`src/sv/lsap_pkg.sv`:
```
`timescale 1ns / 1ps
`default_nettype none
package lsap_pkg;

	// Fixed shape of the sensor bar
	localparam int SENSORS     = 5;
	localparam int SAMPLE_BITS = 10;
	localparam int CNT_W       = 9;
	localparam int CFG_W       = 8;
	localparam int IDX_OUT_W   = 3;
	localparam int POS_W       = 13;
	localparam int WEIGHT_STEP = 1000;
	localparam int CENTER_POS  = 3000;
	localparam int IDX_W       = $clog2(SENSORS);
	localparam int WT_W        = $clog2(SENSORS * WEIGHT_STEP + 1);
	localparam int QUEUE_DEPTH = 2;

	localparam logic [CFG_W-1:0] EXTRA_RESET = 8'd3;

	// Classification of one item, passed from front to back
	typedef struct packed {
		logic             first;
		logic             last;
		logic [CNT_W-1:0] count;
	} tag_t;

	// Position weight of a sensor: (index+1)*1000
	function automatic logic [WT_W-1:0] weight(input logic [IDX_W-1:0] idx);
		weight = WT_W'((int'(idx) + 1) * WEIGHT_STEP);
	endfunction

endpackage
`default_nettype wire

```
`src/sv/lsap_if.sv`:
```
`timescale 1ns / 1ps
`default_nettype none
// Sample vector channel
interface lsap_in_if #(parameter int SAMPLE_BITS = lsap_pkg::SAMPLE_BITS);
	logic                   valid;
	logic                   ready;
	logic [SAMPLE_BITS-1:0] sensor_a;
	logic [SAMPLE_BITS-1:0] sensor_b;
	logic [SAMPLE_BITS-1:0] sensor_c;
	logic [SAMPLE_BITS-1:0] sensor_d;
	logic [SAMPLE_BITS-1:0] sensor_e;

	modport source(output valid, sensor_a, sensor_b, sensor_c, sensor_d, sensor_e,
		input ready);
	modport sink(input valid, sensor_a, sensor_b, sensor_c, sensor_d, sensor_e,
		output ready);
endinterface

// Per-sensor result channel
interface lsap_out_if #(parameter int SAMPLE_BITS = lsap_pkg::SAMPLE_BITS);
	logic                               valid;
	logic                               ready;
	logic [lsap_pkg::IDX_OUT_W-1:0]     sensor_index;
	logic [SAMPLE_BITS-1:0]             minimum;
	logic [SAMPLE_BITS-1:0]             maximum;
	logic [SAMPLE_BITS-1:0]             average;
	logic [lsap_pkg::POS_W-1:0]         position;
	logic                               no_line;
	logic                               last;

	modport source(output valid, sensor_index, minimum, maximum, average, position,
		no_line, last, input ready);
	modport sink(input valid, sensor_index, minimum, maximum, average, position,
		no_line, last, output ready);
endinterface
`default_nettype wire

```
`src/sv/lsap_div.sv`:
```
`timescale 1ns / 1ps
`default_nettype none
// Restoring divider, one quotient bit per cycle
module lsap_div #(
	parameter int DVD_W = 24,
	parameter int DVS_W = 13
) (
	input  logic             clk,
	input  logic             arst_n,
	input  logic             start,
	input  logic [DVD_W-1:0] dividend,
	input  logic [DVS_W-1:0] divisor,
	output logic             done,
	output logic [DVD_W-1:0] quotient
);

	localparam int STEP_W = $clog2(DVD_W + 1);

	logic              busy_q;
	logic              done_q;
	logic [STEP_W-1:0] step_q;
	logic [DVS_W-1:0]  rem_q;
	logic [DVS_W-1:0]  dvs_q;
	logic [DVD_W-1:0]  quo_q;
	logic [DVS_W:0]    trial;
	logic [DVS_W:0]    diff;
	logic              ge;

	// Shift in next dividend bit and try a subtract
	always_comb begin
		trial = {rem_q, quo_q[DVD_W-1]};
		diff  = trial - {1'b0, dvs_q};
		ge    = (trial >= {1'b0, dvs_q});
	end

	// Iteration control
	always_ff @(posedge clk or negedge arst_n) begin
		if (!arst_n) begin
			busy_q <= 1'b0;
			done_q <= 1'b0;
			step_q <= '0;
		end else begin
			done_q <= 1'b0;
			if (start) begin
				busy_q <= 1'b1;
				step_q <= STEP_W'(DVD_W);
			end else if (busy_q) begin
				step_q <= step_q - 1'b1;
				if (step_q == STEP_W'(1)) begin
					busy_q <= 1'b0;
					done_q <= 1'b1;
				end
			end
		end
	end

	// Datapath
	always_ff @(posedge clk) begin
		if (start) begin
			rem_q <= '0;
			quo_q <= dividend;
			dvs_q <= divisor;
		end else if (busy_q) begin
			rem_q <= ge ? diff[DVS_W-1:0] : trial[DVS_W-1:0];
			quo_q <= {quo_q[DVD_W-2:0], ge};
		end
	end

	assign done     = done_q;
	assign quotient = quo_q;

endmodule
`default_nettype wire

```
`src/sv/lsap_queue.sv`:
```
`timescale 1ns / 1ps
`default_nettype none
// Small register FIFO between front and back
module lsap_queue #(
	parameter int W = 8
) (
	input  logic         clk,
	input  logic         arst_n,
	input  logic         push,
	input  logic [W-1:0] din,
	output logic         full,
	input  logic         pop,
	output logic [W-1:0] dout,
	output logic         empty
);

	localparam int DEPTH = lsap_pkg::QUEUE_DEPTH;
	localparam int PTR_W = $clog2(DEPTH);
	localparam int CNT_W = $clog2(DEPTH + 1);

	logic [W-1:0]     mem_q [DEPTH];
	logic [PTR_W-1:0] wr_q;
	logic [PTR_W-1:0] rd_q;
	logic [CNT_W-1:0] fill_q;

	assign full  = (fill_q == CNT_W'(DEPTH));
	assign empty = (fill_q == '0);
	assign dout  = mem_q[rd_q];

	// Pointers and fill level
	always_ff @(posedge clk or negedge arst_n) begin
		if (!arst_n) begin
			wr_q   <= '0;
			rd_q   <= '0;
			fill_q <= '0;
		end else begin
			if (push) wr_q <= (wr_q == PTR_W'(DEPTH - 1)) ? '0 : wr_q + 1'b1;
			if (pop)  rd_q <= (rd_q == PTR_W'(DEPTH - 1)) ? '0 : rd_q + 1'b1;
			if (push && !pop)      fill_q <= fill_q + 1'b1;
			else if (pop && !push) fill_q <= fill_q - 1'b1;
		end
	end

	// Storage
	always_ff @(posedge clk) begin
		if (push) mem_q[wr_q] <= din;
	end

endmodule
`default_nettype wire

```
`src/sv/lsap_front.sv`:
```
`timescale 1ns / 1ps
`default_nettype none
// Accepts sample vectors, counts the burst and tags first/last items
module lsap_front #(
	parameter int SAMPLE_BITS = lsap_pkg::SAMPLE_BITS
) (
	input  logic                                       clk,
	input  logic                                       arst_n,
	input  logic                                       cfg_we,
	input  logic [lsap_pkg::CFG_W-1:0]                 cfg_wdata,
	lsap_in_if.sink                                    samples,
	input  logic                                       full,
	output logic                                       push,
	output lsap_pkg::tag_t                             tag,
	output logic [lsap_pkg::SENSORS*SAMPLE_BITS-1:0]   vec
);

	localparam int CNT_W = lsap_pkg::CNT_W;

	logic [lsap_pkg::CFG_W-1:0] extra_q;
	logic [CNT_W-1:0]           cnt_q;
	logic [CNT_W-1:0]           cnt_nxt;

	assign samples.ready = !full;
	assign push          = samples.valid && !full;
	assign vec = {samples.sensor_e, samples.sensor_d, samples.sensor_c,
		samples.sensor_b, samples.sensor_a};

	// Classify the item against the burst length
	always_comb begin
		cnt_nxt = cnt_q + 1'b1;
		if (cnt_nxt == '0) cnt_nxt = CNT_W'(1);
		tag.first = (cnt_q == '0);
		tag.count = cnt_nxt;
		tag.last  = (cnt_nxt >= (CNT_W'(extra_q) + CNT_W'(1)));
	end

	// Burst length register and vector counter
	always_ff @(posedge clk or negedge arst_n) begin
		if (!arst_n) begin
			extra_q <= lsap_pkg::EXTRA_RESET;
			cnt_q   <= '0;
		end else begin
			if (cfg_we) extra_q <= cfg_wdata;
			if (push)   cnt_q   <= tag.last ? '0 : cnt_nxt;
		end
	end

endmodule
`default_nettype wire

```
`src/sv/lsap_back.sv`:
```
`timescale 1ns / 1ps
`default_nettype none
// Accumulates samples, computes averages and position, emits results
module lsap_back #(
	parameter int SAMPLE_BITS = lsap_pkg::SAMPLE_BITS
) (
	input  logic                                     clk,
	input  logic                                     arst_n,
	input  logic                                     empty,
	input  lsap_pkg::tag_t                           tag,
	input  logic [lsap_pkg::SENSORS*SAMPLE_BITS-1:0] vec,
	output logic                                     pop,
	lsap_out_if.source                               results
);

	localparam int     SENSORS = lsap_pkg::SENSORS;
	localparam int     IDX_W   = lsap_pkg::IDX_W;
	localparam int     CNT_W   = lsap_pkg::CNT_W;
	localparam int     POS_W   = lsap_pkg::POS_W;
	localparam int     SUM_W   = SAMPLE_BITS + 8;
	localparam longint SMAX    = (longint'(1) << SAMPLE_BITS) - 1;
	localparam longint WGT_MAX = SMAX * longint'(lsap_pkg::WEIGHT_STEP)
		* longint'(SENSORS * (SENSORS + 1) / 2);
	localparam int     WGT_W   = $clog2(WGT_MAX + 1);
	localparam int     TOT_W   = $clog2(SMAX * longint'(SENSORS) + 1);
	localparam int     DVS_W   = (TOT_W > CNT_W) ? TOT_W : CNT_W;

	localparam logic [2:0] S_RUN      = 3'd0;
	localparam logic [2:0] S_AVG_GO   = 3'd1;
	localparam logic [2:0] S_AVG_WAIT = 3'd2;
	localparam logic [2:0] S_POS_GO   = 3'd3;
	localparam logic [2:0] S_POS_WAIT = 3'd4;
	localparam logic [2:0] S_EMIT     = 3'd5;

	logic [2:0]             state_q;
	logic [IDX_W-1:0]       idx_q;
	logic                   out_valid_q;
	logic                   out_free;
	logic                   idx_end;

	logic [SUM_W-1:0]       sum_q [SENSORS];
	logic [SAMPLE_BITS-1:0] min_q [SENSORS];
	logic [SAMPLE_BITS-1:0] max_q [SENSORS];
	logic [SAMPLE_BITS-1:0] avg_q [SENSORS];
	logic [CNT_W-1:0]       count_q;
	logic [TOT_W-1:0]       total_q;
	logic [WGT_W-1:0]       weighted_q;
	logic [POS_W-1:0]       pos_q;
	logic                   none_q;

	logic                   div_start;
	logic [WGT_W-1:0]       div_dvd;
	logic [DVS_W-1:0]       div_dvs;
	logic                   div_done;
	logic [WGT_W-1:0]       div_quo;
	logic [SAMPLE_BITS-1:0] avg_new;

	logic [lsap_pkg::IDX_OUT_W-1:0] o_idx_q;
	logic [SAMPLE_BITS-1:0]         o_min_q;
	logic [SAMPLE_BITS-1:0]         o_max_q;
	logic [SAMPLE_BITS-1:0]         o_avg_q;
	logic [POS_W-1:0]               o_pos_q;
	logic                           o_none_q;
	logic                           o_last_q;

	assign pop      = !empty && (state_q == S_RUN);
	assign out_free = !out_valid_q || results.ready;
	assign idx_end  = (idx_q == IDX_W'(SENSORS - 1));
	assign avg_new  = div_quo[SAMPLE_BITS-1:0];

	// Divider operand selection: burst averages, then the position
	always_comb begin
		div_start = 1'b0;
		div_dvd   = '0;
		div_dvs   = '0;
		unique case (state_q)
			S_AVG_GO: begin
				div_start = 1'b1;
				div_dvd   = WGT_W'(sum_q[idx_q]);
				div_dvs   = DVS_W'(count_q);
			end
			S_POS_GO: begin
				div_start = (total_q != '0);
				div_dvd   = weighted_q;
				div_dvs   = DVS_W'(total_q);
			end
			default: begin
				div_start = 1'b0;
			end
		endcase
	end

	lsap_div #(
		.DVD_W(WGT_W),
		.DVS_W(DVS_W)
	) u_div (
		.clk     (clk),
		.arst_n  (arst_n),
		.start   (div_start),
		.dividend(div_dvd),
		.divisor (div_dvs),
		.done    (div_done),
		.quotient(div_quo)
	);

	// Sequencer
	always_ff @(posedge clk or negedge arst_n) begin
		if (!arst_n) begin
			state_q     <= S_RUN;
			idx_q       <= '0;
			out_valid_q <= 1'b0;
		end else begin
			if (out_free) out_valid_q <= (state_q == S_EMIT);
			unique case (state_q)
				S_RUN: begin
					if (pop && tag.last) begin
						idx_q   <= '0;
						state_q <= S_AVG_GO;
					end
				end
				S_AVG_GO: state_q <= S_AVG_WAIT;
				S_AVG_WAIT: begin
					if (div_done) begin
						if (idx_end) begin
							state_q <= S_POS_GO;
						end else begin
							idx_q   <= idx_q + 1'b1;
							state_q <= S_AVG_GO;
						end
					end
				end
				S_POS_GO: begin
					idx_q   <= '0;
					state_q <= (total_q == '0) ? S_EMIT : S_POS_WAIT;
				end
				S_POS_WAIT: begin
					if (div_done) state_q <= S_EMIT;
				end
				S_EMIT: begin
					if (out_free) begin
						if (idx_end) begin
							idx_q   <= '0;
							state_q <= S_RUN;
						end else begin
							idx_q <= idx_q + 1'b1;
						end
					end
				end
				default: state_q <= S_RUN;
			endcase
		end
	end

	// Per-sensor running stores
	always_ff @(posedge clk) begin
		if (pop) begin
			for (int i = 0; i < SENSORS; i++) begin
				if (tag.first) begin
					sum_q[i] <= SUM_W'(vec[i*SAMPLE_BITS +: SAMPLE_BITS]);
					min_q[i] <= vec[i*SAMPLE_BITS +: SAMPLE_BITS];
					max_q[i] <= vec[i*SAMPLE_BITS +: SAMPLE_BITS];
				end else begin
					sum_q[i] <= sum_q[i] + SUM_W'(vec[i*SAMPLE_BITS +: SAMPLE_BITS]);
					if (vec[i*SAMPLE_BITS +: SAMPLE_BITS] < min_q[i])
						min_q[i] <= vec[i*SAMPLE_BITS +: SAMPLE_BITS];
					if (vec[i*SAMPLE_BITS +: SAMPLE_BITS] > max_q[i])
						max_q[i] <= vec[i*SAMPLE_BITS +: SAMPLE_BITS];
				end
			end
			if (tag.last) count_q <= tag.count;
		end
	end

	// Averages, their total and the weighted sum
	always_ff @(posedge clk) begin
		if (pop && tag.last) begin
			total_q    <= '0;
			weighted_q <= '0;
		end else if (state_q == S_AVG_WAIT && div_done) begin
			avg_q[idx_q] <= avg_new;
			total_q      <= total_q + TOT_W'(avg_new);
			weighted_q   <= weighted_q
				+ WGT_W'(avg_new) * WGT_W'(lsap_pkg::weight(idx_q));
		end
	end

	// Line position
	always_ff @(posedge clk) begin
		if (state_q == S_POS_GO) begin
			none_q <= (total_q == '0);
			pos_q  <= POS_W'(lsap_pkg::CENTER_POS);
		end else if (state_q == S_POS_WAIT && div_done) begin
			pos_q <= div_quo[POS_W-1:0];
		end
	end

	// Output register
	always_ff @(posedge clk) begin
		if (out_free && state_q == S_EMIT) begin
			o_idx_q  <= lsap_pkg::IDX_OUT_W'(idx_q);
			o_min_q  <= min_q[idx_q];
			o_max_q  <= max_q[idx_q];
			o_avg_q  <= avg_q[idx_q];
			o_pos_q  <= pos_q;
			o_none_q <= none_q;
			o_last_q <= idx_end;
		end
	end

	assign results.valid        = out_valid_q;
	assign results.sensor_index = o_idx_q;
	assign results.minimum      = o_min_q;
	assign results.maximum      = o_max_q;
	assign results.average      = o_avg_q;
	assign results.position     = o_pos_q;
	assign results.no_line      = o_none_q;
	assign results.last         = o_last_q;

endmodule
`default_nettype wire

```
`src/sv/line_sensor_average_and_position_core.sv`:
```
`timescale 1ns / 1ps
`default_nettype none
// Line sensor burst averager. Each accepted item is one vector of five
// reflectance samples; a burst is cfg_wdata+1 vectors (3 after reset, so four).
// Mid-burst items enter the accumulator one per cycle while no burst end is in
// progress, and produce no result. The item that closes a burst starts up to six
// divisions on one shared restoring divider that yields one quotient bit per
// cycle: five sensor averages and then the centroid, which is skipped when every
// average is zero. The burst end holds the accumulator meanwhile; a two-entry
// queue in front takes up to two items in that time. After the burst end come
// five results, sensor 0 first, each with min, max, average and the shared
// position (3000 with no_line set when every average is zero); last marks the
// fifth. Write cfg only while no burst end is in progress.
module line_sensor_average_and_position_core #(
	parameter int SAMPLE_BITS = lsap_pkg::SAMPLE_BITS
) (
	input  logic                       clk,
	input  logic                       arst_n,
	input  logic                       cfg_we,
	input  logic [lsap_pkg::CFG_W-1:0] cfg_wdata,
	lsap_in_if.sink                    samples,
	lsap_out_if.source                 results
);

	localparam int VEC_W = lsap_pkg::SENSORS * SAMPLE_BITS;
	localparam int TAG_W = $bits(lsap_pkg::tag_t);

	logic                 q_full;
	logic                 q_empty;
	logic                 q_push;
	logic                 q_pop;
	lsap_pkg::tag_t       in_tag;
	lsap_pkg::tag_t       out_tag;
	logic [VEC_W-1:0]     in_vec;
	logic [VEC_W-1:0]     out_vec;
	logic [TAG_W+VEC_W-1:0] q_dout;

	lsap_front #(
		.SAMPLE_BITS(SAMPLE_BITS)
	) u_front (
		.clk      (clk),
		.arst_n   (arst_n),
		.cfg_we   (cfg_we),
		.cfg_wdata(cfg_wdata),
		.samples  (samples),
		.full     (q_full),
		.push     (q_push),
		.tag      (in_tag),
		.vec      (in_vec)
	);

	lsap_queue #(
		.W(TAG_W + VEC_W)
	) u_queue (
		.clk   (clk),
		.arst_n(arst_n),
		.push  (q_push),
		.din   ({in_tag, in_vec}),
		.full  (q_full),
		.pop   (q_pop),
		.dout  (q_dout),
		.empty (q_empty)
	);

	assign out_tag = q_dout[TAG_W+VEC_W-1:VEC_W];
	assign out_vec = q_dout[VEC_W-1:0];

	lsap_back #(
		.SAMPLE_BITS(SAMPLE_BITS)
	) u_back (
		.clk    (clk),
		.arst_n (arst_n),
		.empty  (q_empty),
		.tag    (out_tag),
		.vec    (out_vec),
		.pop    (q_pop),
		.results(results)
	);

endmodule
`default_nettype wire

```
`src/flat_wrapper.sv`:
```
// flat-port wrapper written by rule: the top's interface ports become plain ports
module line_sensor_average_and_position_core_flat 
#(
	parameter int SAMPLE_BITS = lsap_pkg::SAMPLE_BITS
)
  (clk, arst_n, cfg_we, cfg_wdata, samples_valid, samples_sensor_a, samples_sensor_b, samples_sensor_c, samples_sensor_d, samples_sensor_e, samples_ready, results_valid, results_sensor_index, results_minimum, results_maximum, results_average, results_position, results_no_line, results_last, results_ready);
  lsap_in_if #(.SAMPLE_BITS(SAMPLE_BITS)) samples_i ();
  lsap_out_if #(.SAMPLE_BITS(SAMPLE_BITS)) results_i ();
  input  logic clk;
  input  logic arst_n;
  input  logic cfg_we;
  input  logic [lsap_pkg::CFG_W-1:0] cfg_wdata;
  input wire logic [$bits(samples_i.valid)-1:0] samples_valid;
  input wire logic [$bits(samples_i.sensor_a)-1:0] samples_sensor_a;
  input wire logic [$bits(samples_i.sensor_b)-1:0] samples_sensor_b;
  input wire logic [$bits(samples_i.sensor_c)-1:0] samples_sensor_c;
  input wire logic [$bits(samples_i.sensor_d)-1:0] samples_sensor_d;
  input wire logic [$bits(samples_i.sensor_e)-1:0] samples_sensor_e;
  output wire logic [$bits(samples_i.ready)-1:0] samples_ready;
  output wire logic [$bits(results_i.valid)-1:0] results_valid;
  output wire logic [$bits(results_i.sensor_index)-1:0] results_sensor_index;
  output wire logic [$bits(results_i.minimum)-1:0] results_minimum;
  output wire logic [$bits(results_i.maximum)-1:0] results_maximum;
  output wire logic [$bits(results_i.average)-1:0] results_average;
  output wire logic [$bits(results_i.position)-1:0] results_position;
  output wire logic [$bits(results_i.no_line)-1:0] results_no_line;
  output wire logic [$bits(results_i.last)-1:0] results_last;
  input wire logic [$bits(results_i.ready)-1:0] results_ready;
  assign samples_i.valid = samples_valid;
  assign samples_i.sensor_a = samples_sensor_a;
  assign samples_i.sensor_b = samples_sensor_b;
  assign samples_i.sensor_c = samples_sensor_c;
  assign samples_i.sensor_d = samples_sensor_d;
  assign samples_i.sensor_e = samples_sensor_e;
  assign samples_ready = samples_i.ready;
  assign results_valid = results_i.valid;
  assign results_sensor_index = results_i.sensor_index;
  assign results_minimum = results_i.minimum;
  assign results_maximum = results_i.maximum;
  assign results_average = results_i.average;
  assign results_position = results_i.position;
  assign results_no_line = results_i.no_line;
  assign results_last = results_i.last;
  assign results_i.ready = results_ready;
  line_sensor_average_and_position_core #(.SAMPLE_BITS(SAMPLE_BITS)) u_core (.clk(clk), .arst_n(arst_n), .cfg_we(cfg_we), .cfg_wdata(cfg_wdata), .samples(samples_i), .results(results_i));
endmodule
```
`config.mk`:
```
export PLATFORM = sky130hd
export DESIGN_NAME = line_sensor_average_and_position_core_flat
export DESIGN_NICKNAME = d
export VERILOG_FILES = /design/src/sv/lsap_pkg.sv /design/src/sv/lsap_if.sv /design/src/sv/lsap_div.sv /design/src/sv/lsap_queue.sv /design/src/sv/lsap_front.sv /design/src/sv/lsap_back.sv /design/src/sv/line_sensor_average_and_position_core.sv /design/src/flat_wrapper.sv
export SDC_FILE = /design/constraint.sdc
export NUM_CORES = 1
export LEC_CHECK = 0
export ABC_CLOCK_PERIOD_IN_PS = 12300
export BUFFER_PORTS_ARGS = -buffer_cell sky130_fd_sc_hd__buf_2
export CAP_MARGIN = 20
export CELL_PAD_IN_SITES_DETAIL_PLACEMENT = 2
export CELL_PAD_IN_SITES_GLOBAL_PLACEMENT = 2
export CORE_MARGIN = 1.5
export CORE_UTILIZATION = 43
export CTS_CLUSTER_SIZE = 40
export DETAILED_ROUTE_END_ITERATION = 8
export PLACE_DENSITY_LB_ADDON = 0.08
export REMOVE_ABC_BUFFERS = 1
export SYNTH_ARGS = -nofsm -noshare
export SYNTH_HDL_FRONTEND = slang
export SYNTH_SLANG_ARGS = --single-unit
```
`constraint.sdc`:
```
create_clock -name clk -period 12.3 [get_ports clk]
set_clock_uncertainty 0.15 [all_clocks]
set_input_delay 1.845 -clock clk [delete_from_list [all_inputs] [get_ports clk]]
set_output_delay 1.845 -clock clk [all_outputs]
set_load 0.01 [all_outputs]
```
# Word level (Yosys, flattened, before mapping)
# Memory sizes are Yosys's and may differ from the RTL's. A register that Yosys moved wholly into a read port is not among the register bits.
# Index checks and enable logic that the tools add are counted.
# op_classes
n_mul	2
n_mux	100
n_reduce_logical	26
magnitude_cmp	12
n_eq_ne	14
n_addsub	17
bitwise_logic	15
# ops
operator	n
two-way mux 10 bit	10
adder 18 x 10 -> 18 bit	5
two-way mux 18 bit	5
two-way mux 1 bit	60
greater-than comparator 10 bit	5
less-than comparator 10 bit	5
two-way mux 24 bit	2
case mux 24 bit (2 select lines)	1
two-way mux 3 bit	10
case mux 13 bit (2 select lines)	1
adder 24 x 23 -> 24 bit	1
multiplier 10 x 10 -> 20 bit	1
logical NOT 9 bit	2
two-way mux 9 bit	2
case mux 3 bit (6 select lines)	1
OR 1 bit	15
greater-or-equal comparator 14 x 13 -> 1 bit	1
adder 13 x 10 -> 13 bit	1
logical NOT 13 bit	1
two-way mux 13 bit	1
nonzero test 13 bit	1
subtractor 13 bit	1
case mux 3 bit (4 select lines)	1
multiplier 4 x 7 -> 10 bit, second input constant	1
other kinds (28)	52
# totals
memories	5
regBits	163
ramBits	362
# mem_list
memory	depth	width	read_ports	rd_ports_with_merged_regs	wr	line	text
u_core.u_queue.mem_q	2	61	1	0	1	lsap_queue.sv:21	logic [W-1:0] mem_q [DEPTH];
u_core.u_back.sum_q	5	18	6	0	5	lsap_back.sv:41	logic [SUM_W-1:0] sum_q [SENSORS];
u_core.u_back.avg_q	5	10	1	1	1	lsap_back.sv:44	logic [SAMPLE_BITS-1:0] avg_q [SENSORS];
u_core.u_back.max_q	5	10	6	1	5	lsap_back.sv:43	logic [SAMPLE_BITS-1:0] max_q [SENSORS];
u_core.u_back.min_q	5	10	6	1	5	lsap_back.sv:42	logic [SAMPLE_BITS-1:0] min_q [SENSORS];

# Longest topological paths before layout
# logic_depth
ltp_word	7
depth_mapped	40

# By module
# A second synthesis with hierarchy kept.
# unflattened
hier_cells	3104
area_unflattened_um2	33985.1
# modules_own_cells
module	cells_each	n_inst	area_each_um2
lsap_back	2446	1	24373.4
lsap_queue	206	1	4889.7
lsap_div	271	1	3151.8
lsap_front	181	1	1570.3

# Worst setup path after synthesis
# Ideal clock, no wire load.
# synth_path
path_type	flip-flop to flip-flop
startpoint	reg u_core.u_back.idx_q[0]
endpoint	reg u_core.u_back.weighted_q[22]
setup_ns	0.122
stages_incl_launch_ff	36
slack_ns	2.672
t_required_ns	12.028
n_path_buf	2
t_arrival_ns	9.356
path_cell_list	dfrtp_1 clkbuf_1 inv_2 ha_1 clkbuf_1 inv_1 fa_1 fa_1 ha_1 nand2_1 and3_1 a21o_1 a21oi_1 xnor2_2 nand2_1 fa_1 fa_1 inv_1 fa_1 fa_1 inv_1 fa_1 inv_1 ha_1 a21oi_1 o21ai_1 a2111o_1 o2111ai_1 ha_1 a21o_1 a21o_1 a2111oi_0 o22ai_1 a211oi_1 mux2i_1 nand3_1
# synth_between
elab_chain_cells	4
# synth_lines
element	line	text
from (decl)	lsap_back.sv:36	logic [IDX_W-1:0] idx_q;
from (signal assigned)	lsap_back.sv:127	idx_q <= idx_q + 1'b1;
from (signal assigned)	lsap_back.sv:145	idx_q <= idx_q + 1'b1;
adder 3 x 1 -> 4 bit	lsap_pkg.sv:29	weight = WT_W'((int'(idx) + 1) * WEIGHT_STEP);
multiplier 4 x 7 -> 10 bit	lsap_pkg.sv:29	
multiplier 10 x 10 -> 20 bit	lsap_back.sv:183	+ WGT_W'(avg_new) * WGT_W'(lsap_pkg::weight(idx_q));
adder 24 x 23 -> 24 bit	lsap_back.sv:183	
to (signal assigned)	lsap_back.sv:182	weighted_q <= weighted_q
to (decl)	lsap_back.sv:47	logic [WGT_W-1:0] weighted_q;
# No other way between the ends.
# A chain may end at the register's enable or synchronous reset.

# Worst setup path in the final report
# Ends and elaborated chain as after synthesis.

==> summary.md <==
| Metric | Value |
|---|---|
| Status | `complete, no violations` |
| Clock buffer depth | `3` |
| Crit path kind | `reg -> reg` |
| Slew HR | `30.6%` |
| Synthesized area per cell | `11.0 sq um` |
| CTS tree | `yes` |
| Post-synth EDFFs | `457` |
| Total GRT Usage | `27.3%` |
| Synth Register Bits | `552` |
| Initial antenna violation count | `1` |
| Area Overhead vs Synth | `11.8%` |
| TritonRoute pass-1 iters | `5` |
| CP Capture Type | `flop` |
| # resized after CTS | `0` |
| Asr flop ratio synth | `6.34%` |
| Cell variety after synth | `82` |
| RSZ-0062 raised after global routing | `no` |
| Register area | `15800 sq um` |
| GP Congestion | `0.843` |
| Period utilisation layout | `90.9%` |
| Slowest CP cell | `xnor2_1` |
| Crit Path Max Fanout | `26` |
| Syn Std Cell Area | `32700 sq um` |
| Largest family of logic cells by synthesized area | `adder cells` |
| Top cell type's share of synthesized area | `42.0%` |
| Die area | `77700 sq um` |
| Multi-input logic area | `15500 sq um` |
| Slew Viols, Final | `0` |
| Setup Viol. Count Final | `0` |
| Worst-path clk slew | `0.06 ns` |
| Setup bufs post-CTS | `0` |
| Setup TNS | `0 ns` |
| Residual DRC | `0` |
| Nets | `3501` |
| Vias | `23869` |
| Port Buf Inserts | `112` |
| Post-Synth Adder-Cell Area | `15.2%` |
| Sequential area share after synthesis | `48.3%` |
| Fmax | `89.5 MHz` |
| Post-CTS Hold Fix Bufs | `0` |
| Post-synth top area cell | `edfxtp_1` |
| Worst path most repeated cell | `fa_1` |
| Cell Rows | `100` |
| Total CTS buffers | `68` |
| Hold Path Class | `reg -> reg` |
| Vias in the first global route | `27001` |
| Crit path largest cell delay | `0.72 ns` |
| Most used flip-flop cell after synthesis | `edfxtp_1` |
| Element type at the critical path start | `flop` |
| Mux cell area share after synthesis | `4.61%` |
| Cells after Synth | `2972` |
| Initial core utilization | `43.7%` |
| CP required | `12.64 ns` |
| Largest net degree at the start of global routing | `92` |
| Ys Warns | `0` |
| Fill cells | `7485` |
| Routed WL | `105000 um` |
| Clk root buf | `clkbuf_16` |
| I/O Pins | `113` |
| Clock sink count | `552` |
| Aggregate global routing overflow | `0` |
| Layout cells sized above 1 | `11.5%` |
| Die X | `279 um` |
| Vias/cell | `5.81` |
| Tmin final | `11.18 ns` |
| H-tree depth | `3` |
| Crit path DAT | `11.51 ns` |
| Ranking of synthesized cells by area | `edfxtp_1 (42%), ha_1 (10%), fa_1 (4.7%), dfxtp_1 (3.7%), inv_1 (3.1%)` |
| Post-synthesis simple-gate area fraction | `10.7%` |
| Die Ht | `279 um` |
| Final Hold Viols | `0` |
| Worst-Margin Slew | `1.04 ns` |
| First-pass GRT wire length | `162000 um` |
| Latest clock arrival within the worst-skew pair | `0.61 ns` |
| MaxCap Viol Count | `0` |
| Compound-cell area share of the yosys netlist | `13.5%` |
| Initial drt markers | `1221` |
| Synth Area in XOR/XNOR | `3.24%` |
| Core Area | `74800 sq um` |
| Remaining antenna violation count | `0` |
| WL/cell | `25.6 um` |
| Post-DP HPWL | `77500 um` |
## metrics by stage
| stage | hold slack [ns] | worst slack (ns) | instance area, sq um | util, % | std cells |
|---|---|---|---|---|---|
| after floorplan | 0.250 | 0.642 | 32300 | - | 2867 |
| after global placement | 0.267 | 1.60 | 34300 | 45.9 | 3980 |
| after detailed placement | 0.276 | 1.17 | 34300 | 45.9 | 3980 |
| after CTS | 0.290 | 1.15 | 36500 | 48.7 | 4101 |
| after global routing | 0.303 | 0.491 | 36600 | 48.9 | 4107 |
| final | 0.286 | 1.12 | 36600 | 48.9 | 4108 |
## critical path, delay by kind of cell, from the launching register on
kind | cells | cell delay (ns)
fa+ha+maj | 10 | 4.81
compound gates | 11 | 2.58
simple gates | 4 | 1.29
xor+xnor | 1 | 0.72
flops | 1 | 0.66
buf+inv | 6 | 0.60
mux | 1 | 0.22
## cells by family (layout without fill, tap and decap cells)
logic type,after synthesis,count (layout)
other,0,1
AO/OA/AOI/OAI,698,698
adder cells (fa/ha/maj),351,351
AND/OR/NAND/NOR,733,733
multiplexers,139,139
XOR/XNOR,120,120
flip-flops,552,552
buffers and inverters,379,545
## Yosys cell counts (all sizes together) (12+ instances only)
cell type / count
ha: 274
o21a: 35
edfxtp: 457
a22o: 14
a21o: 51
a221oi: 22
a21oi: 188
nor3: 25
buf: 36
a211oi: 32
or3: 16
mux2: 63
a22oi: 42
and2: 32
o21ai: 198
nand2: 244
nand4: 17
o211ai: 12
clkbuf: 69
mux2i: 73
inv: 273
xnor2: 69
nand3: 51
nor2: 200
a31oi: 19
nand2b: 32
fa: 77
dfxtp: 60
dfrtp: 33
and3: 23
nor2b: 50
xor2: 51
## routing by layer
metal	share of wire, %	GRT usage [%]	vias up	wire (um)
li1	-	-	10928	-
met1	41	31.9	12325	42700
met2	53	50.6	406	55300
met3	2.6	3.10	208	2750
met4	4.2	11.1	2	4430
met5	0.0095	0	-	10
## layout make-up
type,instances,area share (%)
antenna,1,0.00684
clock buffer,90,5.10
clock inverter,31,0.732
inverter,274,2.81
multi-input combinational,2041,42.3
sequential,552,43.2
tap,969,3.32
timing repair buffer,150,2.46
## cell usage in the layout (no fill, tap or decap), drive strengths merged, types with 69 or more instances in the layout
cell,count
edfxtp,457
fa,77
mux2i,73
buf,149
nand2,244
ha,274
inv,277
nor2,200
clkbuf,91
xnor2,69
o21ai,198
a21oi,188
## registers in the layout (all words and copies together), names as in the netlist, 5 cells and up
signal and cells:
u_core.u_back.results.average 10, u_core.u_back.max_q 50, u_core.u_queue.mem_q 122, u_core.u_back.sum_q 90, u_core.u_back.u_div.dvs_q 13, u_core.u_back.min_q 50, u_core.u_back.results.maximum 10, u_core.u_back.u_div.step_q 5
u_core.u_front.extra_q 8, u_core.u_back.u_div.rem_q 13, u_core.u_back.count_q 9, u_core.u_back.results.minimum 10, u_core.u_front.cnt_q 9, u_core.u_back.avg_q 50, u_core.u_back.u_div.quotient 24, u_core.u_back.pos_q 13
u_core.u_back.results.position 13, u_core.u_back.weighted_q 21, u_core.u_back.total_q 13
## worst paths after layout
check                                                     from  cells after the start  slack [ns]                                           to
min in group asynchronous                               arst_n                      1        1.05    u_core.u_back.u_div.step_q[4]$_DFFE_PN0P_
max in group asynchronous                               arst_n                      2       10.37        u_core.u_front.extra_q[0]$_DFFE_PN1P_
setup / recovery            u_core.u_back.idx_q[0]$_DFFE_PN0P_                     33        1.12    u_core.u_back.weighted_q[22]$_SDFFE_PP0P_
hold reg to reg            u_core.u_back.pos_q[0]$_SDFFE_PP0P_                      0        0.29  u_core.u_back.results.position[0]$_DFFE_PP_
setup reg to reg            u_core.u_back.idx_q[0]$_DFFE_PN0P_                     33        1.12    u_core.u_back.weighted_q[22]$_SDFFE_PP0P_
hold / removal             u_core.u_back.pos_q[0]$_SDFFE_PP0P_                      0        0.29  u_core.u_back.results.position[0]$_DFFE_PP_
Power is left out: the tool's default activity adds up to more than one toggle a clock period on the data nets, which glitch-free logic cannot reach.
